### src/design/wireless_charger_ping_sequencer_macros.svh
// Assertion macros shared by the ping sequencer modules.
`ifndef WIRELESS_CHARGER_PING_SEQUENCER_MACROS_SVH
`define WIRELESS_CHARGER_PING_SEQUENCER_MACROS_SVH
`ifndef SYNTH
`define WCPS_ASSERT_ALWAYS(lbl, expr, msg) \
   lbl: assert property (@(posedge clock) disable iff (reset) (expr)) else $error(msg);
`define WCPS_ASSERT_NEXT(lbl, ante, cons, msg) \
   lbl: assert property (@(posedge clock) disable iff (reset) (ante) |=> (cons)) else $error(msg);
`else
`define WCPS_ASSERT_ALWAYS(lbl, expr, msg)
`define WCPS_ASSERT_NEXT(lbl, ante, cons, msg)
`endif
`endif

### src/design/wcps_pkg.sv
// Types, codes and constants of the ping sequencer.
`timescale 1ns / 1ps
package wcps_pkg;

   localparam int COILS = 2;

   // event kinds
   localparam logic [2:0] KIND_TICK   = 3'd0;
   localparam logic [2:0] KIND_PACKET = 3'd1;
   localparam logic [2:0] KIND_START  = 3'd2;
   localparam logic [2:0] KIND_STOP   = 3'd3;
   localparam logic [2:0] KIND_HOLD   = 3'd4;

   // power and demodulator actions
   localparam logic [1:0] PWR_NONE = 2'd0;
   localparam logic [1:0] PWR_ON   = 2'd1;
   localparam logic [1:0] PWR_OFF  = 2'd2;
   localparam logic [1:0] DEM_NONE = 2'd0;
   localparam logic [1:0] DEM_ON   = 2'd1;
   localparam logic [1:0] DEM_OFF  = 2'd2;

   // reported events
   localparam logic [2:0] EV_NONE      = 3'd0;
   localparam logic [2:0] EV_STRENGTH  = 3'd1;
   localparam logic [2:0] EV_END_POWER = 3'd2;
   localparam logic [2:0] EV_ILLEGAL   = 3'd3;
   localparam logic [2:0] EV_LIMIT     = 3'd4;
   localparam logic [2:0] EV_TIMEOUT   = 3'd5;

   // register indexes
   localparam logic [2:0] CSR_PULSE_ON  = 3'd0;
   localparam logic [2:0] CSR_CYCLE     = 3'd1;
   localparam logic [2:0] CSR_LIMIT     = 3'd2;
   localparam logic [2:0] CSR_TIMEOUT   = 3'd3;
   localparam logic [2:0] CSR_STR_HDR   = 3'd4;
   localparam logic [2:0] CSR_END_HDR   = 3'd5;

   localparam logic [7:0] TALLY_MAX = 8'd255;

   typedef enum logic [1:0] {
      PH_IDLE  = 2'd0,
      PH_ON    = 2'd1,
      PH_OFF   = 2'd2,
      PH_FOUND = 2'd3
   } phase_type;

   typedef struct packed {
      logic [2:0]  kind;
      logic        coil;
      logic [31:0] now_ms;
      logic [7:0]  pkt_header;
      logic [7:0]  pkt_byte;
   } req_type;

   typedef struct packed {
      logic        found;
      logic [1:0]  phase_state;
      logic [1:0]  power_action;
      logic [1:0]  demod_action;
      logic [2:0]  event_code;
      logic [7:0]  strength;
      logic [7:0]  pulses_sent;
   } rsp_type;

   typedef struct packed {
      logic [15:0] pulse_on_time;
      logic [15:0] cycle_time;
      logic [7:0]  pulse_limit;
      logic [31:0] phase_timeout;
      logic [7:0]  strength_header;
      logic [7:0]  end_power_header;
   } cfg_type;

   localparam cfg_type CFG_RESET = '{
      pulse_on_time:    16'd68,
      cycle_time:       16'd500,
      pulse_limit:      8'd10,
      phase_timeout:    32'd5000,
      strength_header:  8'd1,
      end_power_header: 8'd2
   };

endpackage

### src/design/wcps_csr.sv
// Configuration register bank of the ping sequencer.
`timescale 1ns / 1ps
module wcps_csr
   import wcps_pkg::*;
(
   input  logic        clock,
   input  logic        reset,
   input  logic        csr_valid,
   output logic        csr_ready,
   input  logic [2:0]  csr_index,
   input  logic [31:0] csr_wdata,
   output cfg_type     cfg
);

   cfg_type cfg_ff;
   cfg_type cfg_in;

   assign csr_ready = 1'b1;
   assign cfg       = cfg_ff;

   always_comb begin
      cfg_in = cfg_ff;
      if (csr_valid) begin
         unique case (csr_index)
            CSR_PULSE_ON: cfg_in.pulse_on_time    = csr_wdata[15:0];
            CSR_CYCLE:    cfg_in.cycle_time       = csr_wdata[15:0];
            CSR_LIMIT:    cfg_in.pulse_limit      = csr_wdata[7:0];
            CSR_TIMEOUT:  cfg_in.phase_timeout    = csr_wdata;
            CSR_STR_HDR:  cfg_in.strength_header  = csr_wdata[7:0];
            CSR_END_HDR:  cfg_in.end_power_header = csr_wdata[7:0];
            default:      cfg_in = cfg_ff;
         endcase
      end
   end

   always_ff @(posedge clock) begin
      if (reset) begin
         cfg_ff <= CFG_RESET;
      end else begin
         cfg_ff <= cfg_in;
      end
   end

endmodule

### src/design/wcps_core.sv
// Per-coil ping state and the event update logic.
`timescale 1ns / 1ps
`include "wireless_charger_ping_sequencer_macros.svh"
module wcps_core
   import wcps_pkg::*;
(
   input  logic    clock,
   input  logic    reset,
   input  logic    en,
   input  req_type req,
   input  cfg_type cfg,
   output rsp_type rsp
);

   phase_type   phase_ff    [COILS];
   logic        running_ff  [COILS];
   logic [7:0]  tally_ff    [COILS];
   logic [7:0]  strength_ff [COILS];
   logic [31:0] begin_ff    [COILS];
   logic [31:0] stop_ff     [COILS];
   logic [31:0] next_ff     [COILS];

   phase_type   phase_in;
   logic        running_in;
   logic [7:0]  tally_in;
   logic [7:0]  strength_in;
   logic [31:0] begin_in;
   logic [31:0] stop_in;
   logic [31:0] next_in;

   logic        item_ok;
   logic [31:0] stop_sum;
   logic [31:0] next_sum;
   logic [31:0] to_stop;
   logic [31:0] to_next;
   logic [31:0] elapsed;
   logic        found;
   logic [1:0]  power;
   logic [1:0]  demod;
   logic [2:0]  ev;

   assign item_ok  = (req.kind <= KIND_HOLD) && (32'(req.coil) < COILS);
   assign stop_sum = req.now_ms + {16'd0, cfg.pulse_on_time};
   assign next_sum = req.now_ms + {16'd0, cfg.cycle_time};
   assign to_stop  = req.now_ms - stop_ff[req.coil];
   assign to_next  = req.now_ms - next_ff[req.coil];
   assign elapsed  = req.now_ms - begin_ff[req.coil];

   always_comb begin
      phase_in    = phase_ff[req.coil];
      running_in  = running_ff[req.coil];
      tally_in    = tally_ff[req.coil];
      strength_in = strength_ff[req.coil];
      begin_in    = begin_ff[req.coil];
      stop_in     = stop_ff[req.coil];
      next_in     = next_ff[req.coil];
      found       = 1'b0;
      power       = PWR_NONE;
      demod       = DEM_NONE;
      ev          = EV_NONE;
      case (req.kind)
         KIND_START: begin
            demod      = DEM_ON;
            power      = PWR_ON;
            phase_in   = PH_ON;
            running_in = 1'b1;
            tally_in   = 8'd1;
            begin_in   = req.now_ms;
            stop_in    = stop_sum;
            next_in    = next_sum;
         end
         KIND_STOP: begin
            if (running_ff[req.coil]) begin
               power      = PWR_OFF;
               demod      = DEM_OFF;
               phase_in   = PH_IDLE;
               running_in = 1'b0;
            end
         end
         KIND_HOLD: begin
            if (running_ff[req.coil]) begin
               phase_in   = PH_IDLE;
               running_in = 1'b0;
            end
         end
         KIND_PACKET: begin
            if (running_ff[req.coil]) begin
               if (req.pkt_header == cfg.strength_header) begin
                  strength_in = req.pkt_byte;
                  phase_in    = PH_FOUND;
                  found       = 1'b1;
                  ev          = EV_STRENGTH;
               end else if (req.pkt_header == cfg.end_power_header) begin
                  ev = EV_END_POWER;
               end else begin
                  ev = EV_ILLEGAL;
               end
            end
         end
         KIND_TICK: begin
            // a deadline counts as reached while now - deadline is below half the range
            if (running_ff[req.coil]) begin
               if (phase_ff[req.coil] == PH_ON) begin
                  if (!to_stop[31]) begin
                     power    = PWR_OFF;
                     phase_in = PH_OFF;
                  end
               end else if (phase_ff[req.coil] == PH_OFF) begin
                  if (!to_next[31]) begin
                     if (tally_ff[req.coil] != TALLY_MAX) begin
                        tally_in = tally_ff[req.coil] + 8'd1;
                     end
                     if (tally_in > cfg.pulse_limit) begin
                        ev = EV_LIMIT;
                     end else if (elapsed > cfg.phase_timeout) begin
                        ev = EV_TIMEOUT;
                     end else begin
                        power    = PWR_ON;
                        phase_in = PH_ON;
                        stop_in  = stop_sum;
                        next_in  = next_sum;
                     end
                  end
               end
            end
         end
         default: begin
            found = 1'b0;
         end
      endcase
   end

   always_comb begin
      rsp = '0;
      if (item_ok) begin
         rsp.found        = found;
         rsp.phase_state  = phase_in;
         rsp.power_action = power;
         rsp.demod_action = demod;
         rsp.event_code   = ev;
         rsp.strength     = strength_in;
         rsp.pulses_sent  = tally_in;
      end
   end

   always_ff @(posedge clock) begin
      if (reset) begin
         for (int i = 0; i < COILS; i++) begin
            phase_ff[i]    <= PH_IDLE;
            running_ff[i]  <= 1'b0;
            tally_ff[i]    <= 8'd0;
            strength_ff[i] <= 8'd0;
            begin_ff[i]    <= 32'd0;
            stop_ff[i]     <= 32'd0;
            next_ff[i]     <= 32'd0;
         end
      end else if (en && item_ok) begin
         phase_ff[req.coil]    <= phase_in;
         running_ff[req.coil]  <= running_in;
         tally_ff[req.coil]    <= tally_in;
         strength_ff[req.coil] <= strength_in;
         begin_ff[req.coil]    <= begin_in;
         stop_ff[req.coil]     <= stop_in;
         next_ff[req.coil]     <= next_in;
      end
   end

   `WCPS_ASSERT_ALWAYS(a_idle_when_stopped, running_ff[0] || phase_ff[0] == PH_IDLE, "stopped coil not idle")
   `WCPS_ASSERT_ALWAYS(a_tally_when_running, !running_ff[0] || tally_ff[0] != 8'd0, "running coil has no pulse")
   `WCPS_ASSERT_ALWAYS(a_found_is_strength, !en || !rsp.found || rsp.event_code == EV_STRENGTH, "found without strength event")

endmodule

### src/design/wireless_charger_ping_sequencer.sv
// Top level of the per-coil digital ping sequencer.
//
// Usage:
//   Events enter on the req_ channel (req_valid, req_stall, req_data) and each
//   produces exactly one result on the rsp_ channel (rsp_valid, rsp_stall,
//   rsp_data). A transfer happens at a clock edge where valid is high and
//   stall is low.
//   Registers are written through csr_valid/csr_index/csr_wdata; csr_ready is
//   always high. Write them only while no event is in flight.
//   Each event is registered in the input register, then passes the update
//   logic into the result register, from which its result transfers.
//   Throughput: one event per cycle unless a result is stalled; the
//   per-coil state is updated in the same cycle the result register
//   loads, so the next event sees it.
//   When rsp_stall holds a waiting result, one more event is still taken
//   into the input register; req_stall rises only when both registers are
//   full and the result is stalled.
//   Reset (synchronous, active high) empties both registers, puts every coil
//   idle with zero counts and loads the register defaults.
`timescale 1ns / 1ps
`include "wireless_charger_ping_sequencer_macros.svh"
module wireless_charger_ping_sequencer
   import wcps_pkg::*;
(
   input  logic        clock,
   input  logic        reset,
   input  logic        req_valid,
   output logic        req_stall,
   input  req_type     req_data,
   output logic        rsp_valid,
   input  logic        rsp_stall,
   output rsp_type     rsp_data,
   input  logic        csr_valid,
   output logic        csr_ready,
   input  logic [2:0]  csr_index,
   input  logic [31:0] csr_wdata
);

   logic    in_vld_ff;
   logic    in_vld_in;
   req_type in_data_ff;
   logic    out_vld_ff;
   logic    out_vld_in;
   rsp_type out_data_ff;
   logic    advance;
   logic    load;
   cfg_type cfg;
   rsp_type core_rsp;

   wcps_csr u_csr (
      .clock     (clock),
      .reset     (reset),
      .csr_valid (csr_valid),
      .csr_ready (csr_ready),
      .csr_index (csr_index),
      .csr_wdata (csr_wdata),
      .cfg       (cfg)
   );

   wcps_core u_core (
      .clock (clock),
      .reset (reset),
      .en    (advance),
      .req   (in_data_ff),
      .cfg   (cfg),
      .rsp   (core_rsp)
   );

   // move the held event on when the result register is free or draining
   assign advance   = in_vld_ff && (!out_vld_ff || !rsp_stall);
   assign req_stall = in_vld_ff && !advance;
   assign load      = req_valid && !req_stall;
   assign in_vld_in  = load || (in_vld_ff && !advance);
   assign out_vld_in = advance || (out_vld_ff && rsp_stall);
   assign rsp_valid = out_vld_ff;
   assign rsp_data  = out_data_ff;

   always_ff @(posedge clock) begin
      if (reset) begin
         in_vld_ff  <= 1'b0;
         out_vld_ff <= 1'b0;
      end else begin
         in_vld_ff  <= in_vld_in;
         out_vld_ff <= out_vld_in;
      end
   end

   always_ff @(posedge clock) begin
      if (load) begin
         in_data_ff <= req_data;
      end
      if (advance) begin
         out_data_ff <= core_rsp;
      end
   end

   `WCPS_ASSERT_NEXT(a_in_held, in_vld_ff && !advance, in_vld_ff && $stable(in_data_ff), "held event lost")
   `WCPS_ASSERT_NEXT(a_adv_fills, advance, out_vld_ff, "result not registered")
   `WCPS_ASSERT_ALWAYS(a_stall_full, !req_stall || (in_vld_ff && out_vld_ff && rsp_stall), "needless stall")

endmodule
### config.mk
export PLATFORM = sky130hd
export DESIGN_NAME = wireless_charger_ping_sequencer
export DESIGN_NICKNAME = d
export VERILOG_FILES = /design/src/design/wcps_pkg.sv /design/src/design/wcps_csr.sv /design/src/design/wcps_core.sv /design/src/design/wireless_charger_ping_sequencer.sv
export VERILOG_INCLUDE_DIRS = /design/src /design/src/design
export SDC_FILE = /design/constraint.sdc
export NUM_CORES = 1
export LEC_CHECK = 0
export BUFFER_PORTS_ARGS = -buffer_cell sky130_fd_sc_hd__buf_2
export CAP_MARGIN = 25
export CORE_MARGIN = 3
export CORE_UTILIZATION = 35
export CTS_CLUSTER_SIZE = 28
export DETAILED_ROUTE_END_ITERATION = 8
export GPL_TIMING_DRIVEN = 0
export PLACE_DENSITY = 0.5
export REMOVE_ABC_BUFFERS = 1
export SLEW_MARGIN = 20
export SYNTH_ARGS = -nofsm -noshare
export SYNTH_HDL_FRONTEND = slang
export SYNTH_SLANG_ARGS = --single-unit
### constraint.sdc
create_clock -name clock -period 7.08 [get_ports clock]
set_input_delay 2.124 -clock clock [delete_from_list [all_inputs] [get_ports clock]]
set_output_delay 2.124 -clock clock [all_outputs]
set_load 0.02 [all_outputs]
==> summary.log, run 1 <==
INFO  synth          post-synth-top-area-fraction=40.5%
INFO  detailed_routing routed_wire_length_per_instance=20.0um
INFO  detailed_routing viasPerCell=5.29
INFO  critical_path  timing_worst_setup_path_type=reg -> reg
INFO  sta            worstMarginPinSlew=1.14ns
INFO  global_route   grt_first_pass_wirelength=100000um
INFO  critical_path  crit_end_element=flip-flop
INFO  sta            period_share=94.7%
INFO  cts            clock-root-buffer=sky130_fd_sc_hd__clkbuf_16
INFO  detailed_routing drc=0
INFO  placed_design  preCtsSetupSlack=-0.928ns
INFO  sta            finalSetupViolations=0
INFO  sta            finalClockSkew=0.0261ns
INFO  floorplanning  row_count=92
INFO  cts            h_tree_lvl_count=2
INFO  floorplanning  floorplan_die_width=261um
INFO  cts            cts.path.max_buffers=3
INFO  worst_hold_path hp-start=u_csr.cfg[45]
INFO  critical_path  path_delay_family=compound AO/OA/AOI/OAI gates
INFO  critical_path  crit_arrival=7.02ns
INFO  power          power_density=234nW/um^2
INFO  run_status     outcome=complete, no violations
INFO  global_route   overflow=0
INFO  detailed_routing routed-via-count=17208
INFO  detailed_routing routed_antenna_nets=0
INFO  cts            cts-hold-fix-buffers=0
INFO  layout         finalNetCount=2624
INFO  power          ir_worst_vdd=150uV
INFO  placed_design  hpwlAfterDp=45500um
INFO  critical_path  cpMaxStageDelayCell=sky130_fd_sc_hd__dfxtp_4
INFO  global_route   grt_pass1_vias=17629
INFO  floorplanning  die_area=68300squm
INFO  global_route   grt_antenna_before_repair=0
INFO  synth          ys_warn_count=0
INFO  placed_design  port_buffers=119
INFO  synth          synth_top_flop_cell=sky130_fd_sc_hd__edfxtp_1
INFO  floorplanning  initial_core_util=35.8%
INFO  synth          seq_area_frac_synth=48.5%
INFO  sta            rsz0062_at_grt=no
INFO  layout         fraction_of_final_layout_cells_with_drive_strength_greater_than_1=12.8%
INFO  cts            cts_inserted_buffers=49
INFO  synth          postSynthCellCount=2243
INFO  critical_path  timing.critical_path.required=7.39ns
INFO  cts            numClockSinks=399
INFO  sta            hold_viol=0
INFO  synth          synth.distinct_cells=70
INFO  sta            worst_slack=0.375ns
INFO  cts            insertion_delay=0.60ns
INFO  floorplanning  dieHeight=261um
INFO  layout         area.growth.synth_to_final=16.1%
INFO  global_route   grt_max_degree=69
INFO  sta            slew-limit-headroom=23.4%
INFO  cts            clk_transition_reported_paths=0.06ns
INFO  synth          post_synthesis_cell_area=22800squm
INFO  sta            layout_min_cycle_time=6.70ns
INFO  detailed_routing detail_route.iter0.violations=1049
INFO  critical_path  worst_setup_path_start_kind=flip-flop
INFO  floorplanning  core-area=63800squm
INFO  sta            worst_hold_slack=0.456ns
INFO  detailed_routing wl=65000um
INFO  cts            tritoncts=built
INFO  critical_path  worst-path-buf-inv=6
INFO  critical_path  critical_path.max_fanout=28
INFO  power          leakagePower=10.4nW
INFO  critical_path  critical-path-max-stage-delay=0.50ns
INFO  worst_hold_path min-delay-path-class=reg -> reg
INFO  synth          yosysTopAreaCell=sky130_fd_sc_hd__edfxtp_1
INFO  synth          yosys-top-cells-area=sky130_fd_sc_hd__edfxtp_1 (41%), sky130_fd_sc_hd__ha_1 (9.0%), sky130_fd_sc_hd__dfxtp_1 (8.0%)
INFO  sta            maxClockFrequency=0.149GHz
INFO  synth          synth_seq_cells=399
INFO  placed_design  routability_congestion_estimate_from_global_placement=0.818
INFO  global_route   globalRouteTotalUtil=18.9%
INFO  detailed_routing detail_route.first_pass.iterations=7
INFO  layout         antenna_cells=0
INFO  job            timing.max_cap.violations=0
INFO  synth          number_of_enable_type_register_cells_in_the_synthesized_netlist=308
INFO  synth          async_flop_share=0%
INFO  sta            timing_max_transition_violations_final=0
INFO  synth          syn-mean-instance-area=10.2squm
INFO  floorplanning  io_pins=121
-- flip-flops by register name, summed over array words and instances (netlist names), named ones only --
name and flops:
rsp_data 26, u_core.strength_ff 16, in_data_ff 52, u_core.running_ff 2
u_core.begin_ff 64, u_core.tally_ff 16, u_csr.cfg 88, u_core.phase_ff 4
u_core.next_ff 64, in_vld_ff 1, rsp_valid 1, u_core.stop_ff 64
-- worst reg2reg max path: stages (launching register included) --
cell,delay (ns)
sky130_fd_sc_hd__dfxtp_4,0.50
sky130_fd_sc_hd__buf_12,0.15
sky130_fd_sc_hd__buf_12,0.21
sky130_fd_sc_hd__buf_12,0.29
sky130_fd_sc_hd__mux2i_1,0.38
sky130_fd_sc_hd__ha_1,0.33
sky130_fd_sc_hd__o21a_1,0.20
sky130_fd_sc_hd__o21ai_0,0.18
sky130_fd_sc_hd__a21oi_1,0.08
sky130_fd_sc_hd__or2_2,0.34
sky130_fd_sc_hd__a31oi_2,0.32
sky130_fd_sc_hd__o41ai_4,0.16
sky130_fd_sc_hd__a21o_1,0.21
sky130_fd_sc_hd__a21oi_1,0.18
sky130_fd_sc_hd__xnor2_1,0.20
sky130_fd_sc_hd__ha_1,0.31
sky130_fd_sc_hd__a21o_1,0.18
sky130_fd_sc_hd__a21o_1,0.17
sky130_fd_sc_hd__a21oi_1,0.21
sky130_fd_sc_hd__o21ai_0,0.24
sky130_fd_sc_hd__a211oi_1,0.29
sky130_fd_sc_hd__nor2_1,0.17
sky130_fd_sc_hd__o31ai_4,0.26
sky130_fd_sc_hd__buf_6,0.20
sky130_fd_sc_hd__buf_6,0.17
sky130_fd_sc_hd__buf_8,0.16
sky130_fd_sc_hd__a21boi_0,0.27
sky130_fd_sc_hd__nor3_1,0.09
-- cell type report --
| class | count | area (sq um) |
|---|---|---|
| Sequential cell | 399 | 11100 |
| Clock inverter | 28 | 159 |
| Inverter | 65 | 244 |
| Timing Repair Buffer | 163 | 1310 |
| Fill cell | 6257 | 37300 |
| Multi-Input combinational cell | 1686 | 11300 |
| Clock buffer | 64 | 1390 |
| Tap cell | 846 | 1060 |
-- repair_timing --
action                     4_1_cts  5_1_grt
setup endpoints to repair      132      110
buffers inserted                 4       11
resized for setup                5        7
pin swaps                        1        2
-- Yosys cell counts (all sizes together) (6+ instances only) --
cell type    n
a211o        6
a211oi      18
a21o        41
a21oi      185
a31oi        8
and2        13
and3        24
buf         22
clkbuf      71
dfxtp       91
edfxtp     308
ha         165
inv         65
mux2        62
mux2i      120
nand2      282
nand2b      13
nand3       40
nand3b      15
nand4       25
nor2       297
nor2b       13
nor3        30
nor4         6
o2111ai      6
o211ai      13
o21a        15
o21ai       84
o21bai       6
o31ai        6
or2          6
or3         13
xnor2       72
xor2        36
-- report_power, final --
group,internal (mW),total (mW),switching (mW)
Combinational,0.438,1.08,0.646
Sequential,2.63,2.70,0.0714
Clock,1.38,2.41,1.03
-- final timing paths --
kind	cells after the start	slack (ns)	end
worst max-delay path	27	0.38	u_core.next_ff[0][21]
worst min-delay path	2	0.46	u_csr.cfg[45]
worst max register to register	27	0.38	u_core.next_ff[0][21]
worst min register to register	2	0.46	u_csr.cfg[45]
-- cells by family (layout without fill, tap and decap cells) --
kind of cell    Yosys count  in the layout  synth area share [%]
flops                   399            399                  48.5
mux                     182            182                  8.32
compound gates          438            438                  11.8
buf+inv                 158            320                  2.78
simple gates            789            789                  15.2
fa+ha+maj               168            168                  9.31
xor+xnor                108            108                  4.14
other cells               1              1                0.0164
-- routing by layer --
layer | global-route usage, % | share of wire (%) | up-vias
li1 | - | - | 8364
met1 | 24.6 | 46 | 8453
met2 | 33.2 | 49 | 314
met3 | 2.27 | 3.7 | 77
met4 | 4.90 | 2.0 | 0
met5 | 0 | 0 | -
-- through the flow --
step	area [sq um]	std cells	setup TNS [ns]	utilization, %	total power [mW]
2_1_floorplan	22400	2150	-734.05	-	3.47
3_3_place_gp	24100	3115	-2947.24	37.8	3.80
3_5_place_dp	24800	3144	-85.39	38.8	3.81
4_1_cts	26400	3240	0	41.3	6.26
5_1_grt	26500	3251	0	41.6	6.49
6_report	26500	3251	0	41.6	6.20
-- cells in the final DEF (no fill, tap or decap), drive strengths merged, types with 36 or more instances in the layout --
cell type / n
xor2: 36
xnor2: 72
nand3: 40
a21o: 41
a21oi: 185
ha: 165
o21ai: 84
inv: 66
mux2i: 120
nor2: 297
mux2: 62
clkbuf: 64
edfxtp: 308
buf: 163
nand2: 282
dfxtp: 91
No activity file was read; power rests on OpenSTA's default activity.
==> run 2, diff against run 1 <==
- CORE_UTILIZATION: 35 -> 62
- PLACE_DENSITY: 0.5 -> 0.8
- SKIP_CTS_REPAIR_TIMING: not set -> 1
==> summary.log, run 2 (same netlist as run 1, synthesis figures left out) <==
INFO  layout         commonest_non_fill_non_tap_cell_in_the_layout=sky130_fd_sc_hd__edfxtp_1
INFO  cts            cts.path.max_buffers=3
INFO  layout         final_cell_count_no_fill=2842
INFO  placed_design  hpwlAfterDp=40600um
INFO  detailed_routing detail_route.first_pass.iterations=6
INFO  sta            timing_max_transition_violations_final=0
INFO  job            timing.max_cap.violations=0
INFO  layout         antenna_cells=0
INFO  sta            worst_hold_slack=0.454ns
INFO  floorplanning  io_pins=121
INFO  detailed_routing detail_route.iter0.violations=1779
INFO  critical_path  crit_end_element=flip-flop
INFO  floorplanning  dieHeight=198um
INFO  floorplanning  initial_core_util=63.6%
INFO  cts            tritoncts=built
INFO  global_route   globalRouteTotalUtil=29.9%
INFO  cts            insertion_delay=0.57ns
INFO  layout         fraction_of_final_layout_cells_with_drive_strength_greater_than_1=12.2%
INFO  critical_path  timing.critical_path.required=7.49ns
INFO  sta            worst_slack=0.164ns
INFO  critical_path  crit_arrival=7.33ns
INFO  cts            clk_transition_reported_paths=0.06ns
INFO  cts            cts_inserted_buffers=43
INFO  detailed_routing routed_antenna_nets=0
INFO  detailed_routing routed-via-count=17712
INFO  cts            numClockSinks=399
INFO  critical_path  critical_path.max_fanout=36
INFO  worst_hold_path worst_hold_path.num_cells=2
INFO  detailed_routing routed_wire_length_per_instance=20.8um
INFO  critical_path  timing_worst_setup_path_type=reg -> reg
INFO  sta            period_share=97.7%
INFO  power          post-layout-total-power=6.16mW
INFO  global_route   grt_max_degree=78
INFO  sta            worstMarginPinSlew=0.950ns
INFO  layout         multi_input_area=11300squm
INFO  sta            maxClockFrequency=0.145GHz
INFO  layout         finalNetCount=2607
INFO  cts            clock-root-buffer=sky130_fd_sc_hd__clkbuf_16
INFO  worst_hold_path min-delay-path-class=reg -> reg
INFO  sta            finalClockSkew=0.0183ns
INFO  detailed_routing drc=0
INFO  critical_path  r2r_cells=25
INFO  placed_design  routability_congestion_estimate_from_global_placement=0.938
INFO  layout         design_area=25800squm
INFO  layout         area.growth.synth_to_final=13.1%
INFO  power          ir_worst_vdd=197uV
INFO  sta            hold_viol=0
INFO  global_route   grt_pass1_vias=17531
INFO  critical_path  worst_setup_path_start_kind=flip-flop
INFO  layout         final_cell_mix=sky130_fd_sc_hd__edfxtp_1 (308), sky130_fd_sc_hd__nor2_1 (295), sky130_fd_sc_hd__nand2_1 (280)
INFO  layout         max_ffs_per_register=88
INFO  layout         layout.filler_cells=2582
INFO  global_route   grt_antenna_before_repair=0
INFO  floorplanning  die_area=39200squm
INFO  sta            layout_min_cycle_time=6.92ns
INFO  global_route   grt_first_pass_wirelength=92800um
INFO  floorplanning  core-area=35900squm
INFO  cts            h_tree_lvl_count=2
INFO  floorplanning  floorplan_die_width=198um
INFO  global_route   overflow=0
INFO  global_route   global_route.usage.met1=40.1%
INFO  worst_hold_path worst_hold_path.endpoint=u_csr.cfg[36]
INFO  critical_path  r2r-end=u_core.next_ff[1][13]
INFO  sta            slew-limit-headroom=36.3%
INFO  power          leakagePower=10.3nW
INFO  detailed_routing wl=59100um
INFO  global_route   grt.met3_usage=3.78%
INFO  sta            finalSetupViolations=0
INFO  critical_path  timing.reg2reg.setup_slack=0.16ns
INFO  power          power_density=238nW/um^2
INFO  global_route   grt.met2_usage=49.5%
INFO  layout         ff_latch_area=11100squm
INFO  placed_design  dpl-instance-area=24200squm
INFO  placed_design  dp.cells=2754
INFO  detailed_routing viasPerCell=6.23
INFO  worst_hold_path hp-start=u_csr.cfg[36]
INFO  run_status     outcome=complete, no violations
INFO  global_route   gr-max-usage-layer=met2
INFO  placed_design  preCtsSetupSlack=-0.927ns
INFO  floorplanning  row_count=69
INFO  placed_design  port_buffers=119
==> run 2: changes by cell type in the layout (fill, tap and decap cells not counted), moves of 3 or more <==
cell                        before  now
sky130_fd_sc_hd__clkinv_1       10    6
sky130_fd_sc_hd__clkinv_2       14    8
sky130_fd_sc_hd__clkbuf_8        4    8
sky130_fd_sc_hd__clkbuf_1        8    5
sky130_fd_sc_hd__bufinv_16       0    5
sky130_fd_sc_hd__buf_4          15    8
sky130_fd_sc_hd__buf_12         13   10
sky130_fd_sc_hd__clkbuf_16      52   46
==> run 2: stage by stage <==
stage	setup TNS (ns)	util, %
after floorplan	-734.05	-
after global placement	-2453.65	65.7
after detailed placement	-87.94	67.3
after CTS	-94.43	71.5
after global routing	-0.158	71.9
final	0	71.9
==> run 2: report_power, final <==
part           total, mW  internal, mW  switching, mW
clock               2.38          1.44          0.934
sequential          2.70          2.63         0.0717
combinational       1.08         0.434          0.646
==> run 2: per-layer routing <==
layer | routed length, um | vias up
li1 | - | 8319
met1 | 24500 | 8480
met3 | 4290 | 146
met5 | 0 | -
met2 | 28200 | 767
met4 | 2200 | 0
==> run 2: worst max path at each step <==
| stage | end | slack, ns | cells past startpoint |
|---|---|---|---|
| 4_1_cts | u_core.stop_ff[0][4] | -0.98 | 25 |
| 3_5_place_dp | u_core.stop_ff[0][4] | -0.93 | 25 |
| 5_1_grt | u_core.next_ff[1][13] | -0.04 | 25 |
| 6_report | u_core.next_ff[1][13] | 0.16 | 25 |
| 2_1_floorplan | u_core.stop_ff[0][18] | -4.84 | 21 |
| 3_3_place_gp | u_core.next_ff[0][10] | -10.36 | 21 |
==> run 2: final cells by class <==
class / count / area share, %
multi-input cells: 1686 / 43.6
flip-flops and latches: 399 / 42.9
clock buffers: 59 / 4.96
repair buffers: 152 / 4.57
well taps: 461 / 2.23
inverters: 65 / 0.945
clock inverters: 20 / 0.853
==> run 2: critical path: stages, from the launching register on <==
cell and delay (ns):
sky130_fd_sc_hd__dfxtp_4 0.53, sky130_fd_sc_hd__buf_16 0.30, sky130_fd_sc_hd__buf_12 0.25, sky130_fd_sc_hd__mux2i_1 0.32, sky130_fd_sc_hd__ha_1 0.33, sky130_fd_sc_hd__a21o_1 0.19
sky130_fd_sc_hd__or3_1 0.36, sky130_fd_sc_hd__o221ai_2 0.33, sky130_fd_sc_hd__o2111ai_2 0.26, sky130_fd_sc_hd__a31oi_4 0.30, sky130_fd_sc_hd__o41ai_4 0.14, sky130_fd_sc_hd__a221o_1 0.37
sky130_fd_sc_hd__a21oi_1 0.17, sky130_fd_sc_hd__xnor2_1 0.10, sky130_fd_sc_hd__ha_1 0.31, sky130_fd_sc_hd__nand4_1 0.15, sky130_fd_sc_hd__nor3_2 0.37, sky130_fd_sc_hd__nand4_1 0.17
sky130_fd_sc_hd__a21oi_1 0.19, sky130_fd_sc_hd__a31o_2 0.14, sky130_fd_sc_hd__nor2_1 0.10, sky130_fd_sc_hd__o31ai_4 0.33, sky130_fd_sc_hd__buf_4 0.25, sky130_fd_sc_hd__buf_6 0.21
sky130_fd_sc_hd__mux2_2 0.39, sky130_fd_sc_hd__nor2_1 0.13
==> run 3, diff against run 2 <==
- GPL_TIMING_DRIVEN: 0 -> not set
- RECOVER_POWER: not set -> 100
==> summary.log, run 3 (same netlist as run 1, synthesis figures left out) <==
INFO  run_status     outcome=finished with violations
INFO  run_status     failed_checks=capacitance limit, slew limit
INFO  placed_design  routability_congestion_estimate_from_global_placement=0.929
INFO  sta            finalSetupViolations=0
INFO  critical_path  critical_path.max_fanout=60
INFO  layout         commonest_non_fill_non_tap_cell_in_the_layout=sky130_fd_sc_hd__edfxtp_1
INFO  detailed_routing viasPerCell=6.26
INFO  global_route   grt_antenna_before_repair=0
INFO  cts            h_tree_lvl_count=2
INFO  layout         layout.filler_cells=2688
INFO  sta            hold_viol=0
INFO  layout         multi_input_area=11100squm
INFO  sta            layout_min_cycle_time=6.60ns
INFO  placed_design  dp.cells=2752
INFO  layout         area.growth.synth_to_final=10.4%
INFO  detailed_routing routed_wire_length_per_instance=20.9um
INFO  power          power_frac_clock=37.7%
INFO  cts            tritoncts=built
INFO  layout         fraction_of_final_layout_cells_with_drive_strength_greater_than_1=9.06%
INFO  job            timing.max_cap.violations=6
INFO  layout         max_ffs_per_register=88
INFO  critical_path  crit_end_element=flip-flop
INFO  global_route   grt_first_pass_wirelength=92900um
INFO  critical_path  worst_setup_path_start_kind=flip-flop
INFO  detailed_routing routed_antenna_nets=0
INFO  layout         antenna_cells=0
INFO  critical_path  crit_arrival=7.00ns
INFO  sta            worst_hold_slack=0.459ns
INFO  placed_design  port_buffers=119
INFO  layout         final_cell_count_no_fill=2833
INFO  sta            worst_slack=0.478ns
INFO  sta            rsz0062_at_grt=no
INFO  sta            maxClockFrequency=0.151GHz
INFO  cts            clock-root-buffer=sky130_fd_sc_hd__clkbuf_16
INFO  floorplanning  row_count=69
INFO  placed_design  preCtsSetupSlack=0.510ns
INFO  floorplanning  floorplan_die_width=198um
INFO  floorplanning  dieHeight=198um
INFO  power          power_switching_share=27.4%
INFO  detailed_routing detail_route.iter0.violations=1808
INFO  placed_design  hpwlAfterDp=39900um
INFO  detailed_routing routed-via-count=17726
INFO  layout         ff_latch_area=11100squm
INFO  power          relative_contribution_of_combinational_cells_to_total_power=17.3%
INFO  cts            clk_transition_reported_paths=0.06ns
INFO  critical_path  timing.critical_path.required=7.48ns
INFO  global_route   overflow=0
INFO  cts            cts.path.max_buffers=3
INFO  floorplanning  initial_core_util=63.6%
INFO  power          power_density=238nW/um^2
INFO  global_route   globalRouteTotalUtil=30.0%
INFO  detailed_routing wl=59200um
INFO  floorplanning  die_area=39200squm
INFO  sta            slew-limit-headroom=-171%
INFO  power          ir_worst_vdd=188uV
INFO  power          p_sw=1.65mW
INFO  sta            setup_tns=0ns
INFO  power          leakagePower=9.90nW
INFO  global_route   grt_max_degree=98
INFO  floorplanning  io_pins=121
INFO  power          seq_power_share=45.0%
INFO  layout         finalNetCount=2598
INFO  cts            insertion_delay=0.57ns
INFO  sta            worstMarginPinSlew=4.06ns
INFO  floorplanning  core-area=35900squm
INFO  global_route   grt_pass1_vias=17630
INFO  sta            timing_max_transition_violations_final=332
INFO  cts            cts_inserted_buffers=43
INFO  critical_path  timing_worst_setup_path_type=reg -> reg
INFO  sta            finalClockSkew=0.00929ns
INFO  detailed_routing detail_route.first_pass.iterations=6
INFO  layout         final_cell_mix=sky130_fd_sc_hd__edfxtp_1 (308), sky130_fd_sc_hd__nor2_1 (297), sky130_fd_sc_hd__nand2_1 (282)
INFO  cts            numClockSinks=399
INFO  sta            period_share=93.3%
INFO  power          p_int=4.36mW
INFO  worst_hold_path min-delay-path-class=reg -> reg
INFO  detailed_routing drc=0
## run 3: per-layer routing
metal / global-route usage (%) / wire (um)
met5: 0 / 0
met4: 9.93 / 1880
met3: 5.44 / 5060
met2: 51.0 / 28400
met1: 39.2 / 23900
## run 3: worst max-delay path, stage by stage (launching register included)
cell and delay (ns):
sky130_fd_sc_hd__dfxtp_4 0.61, sky130_fd_sc_hd__buf_12 0.41, sky130_fd_sc_hd__mux2i_1 0.19, sky130_fd_sc_hd__ha_1 0.39, sky130_fd_sc_hd__and3_1 0.17, sky130_fd_sc_hd__nand3_1 0.12
sky130_fd_sc_hd__o2111ai_1 0.47, sky130_fd_sc_hd__a31oi_1 0.22, sky130_fd_sc_hd__o41ai_2 0.61, sky130_fd_sc_hd__a21o_1 0.19, sky130_fd_sc_hd__a21oi_1 0.08, sky130_fd_sc_hd__xnor2_1 0.19
sky130_fd_sc_hd__ha_1 0.27, sky130_fd_sc_hd__a21o_1 0.18, sky130_fd_sc_hd__a21o_1 0.17, sky130_fd_sc_hd__a21oi_1 0.18, sky130_fd_sc_hd__o21ai_0 0.10, sky130_fd_sc_hd__a211oi_1 0.28
sky130_fd_sc_hd__nor2_1 0.20, sky130_fd_sc_hd__o31ai_4 0.32, sky130_fd_sc_hd__buf_12 0.35, sky130_fd_sc_hd__mux2_1 0.40, sky130_fd_sc_hd__nor2_1 0.12
## run 3: layout make-up
cell class,count,area share [%]
multi-input combinational,1686,44.2
sequential,399,43.9
clock buffer,54,4.67
timing repair buffer,143,3.00
tap,461,2.29
inverter,65,0.968
clock inverter,25,0.933
## run 3: power groups by stage
stage / logic, mW / clock network, mW / registers (mW)
2_1_floorplan: 0.715 / 0 / 2.75
3_3_place_gp: 0.973 / 0 / 2.74
3_5_place_dp: 1.02 / 0 / 2.75
4_1_cts: 1.03 / 2.29 / 2.70
5_1_grt: 1.14 / 2.38 / 2.71
6_report: 1.04 / 2.26 / 2.71
## run 3: stage by stage
stage,total power [mW],utilization (%),instance area [sq um]
floorplan,3.47,-,22400
global placement,3.72,66.5,23900
detailed placement,3.77,66.5,23900
CTS,6.02,70.4,25300
global route,6.24,70.2,25200
finish,6.01,70.2,25200
## run 3: final timing paths
path / startpoint / endpoint / slack, ns / depth (start not counted)
hold / removal: u_csr.cfg[22] / u_csr.cfg[22] / 0.46 / 2
setup reg to reg: flip-flop / u_core.stop_ff[0][3] / 0.48 / 22
hold reg to reg: u_csr.cfg[22] / u_csr.cfg[22] / 0.46 / 2
setup / recovery: flip-flop / u_core.stop_ff[0][3] / 0.48 / 22
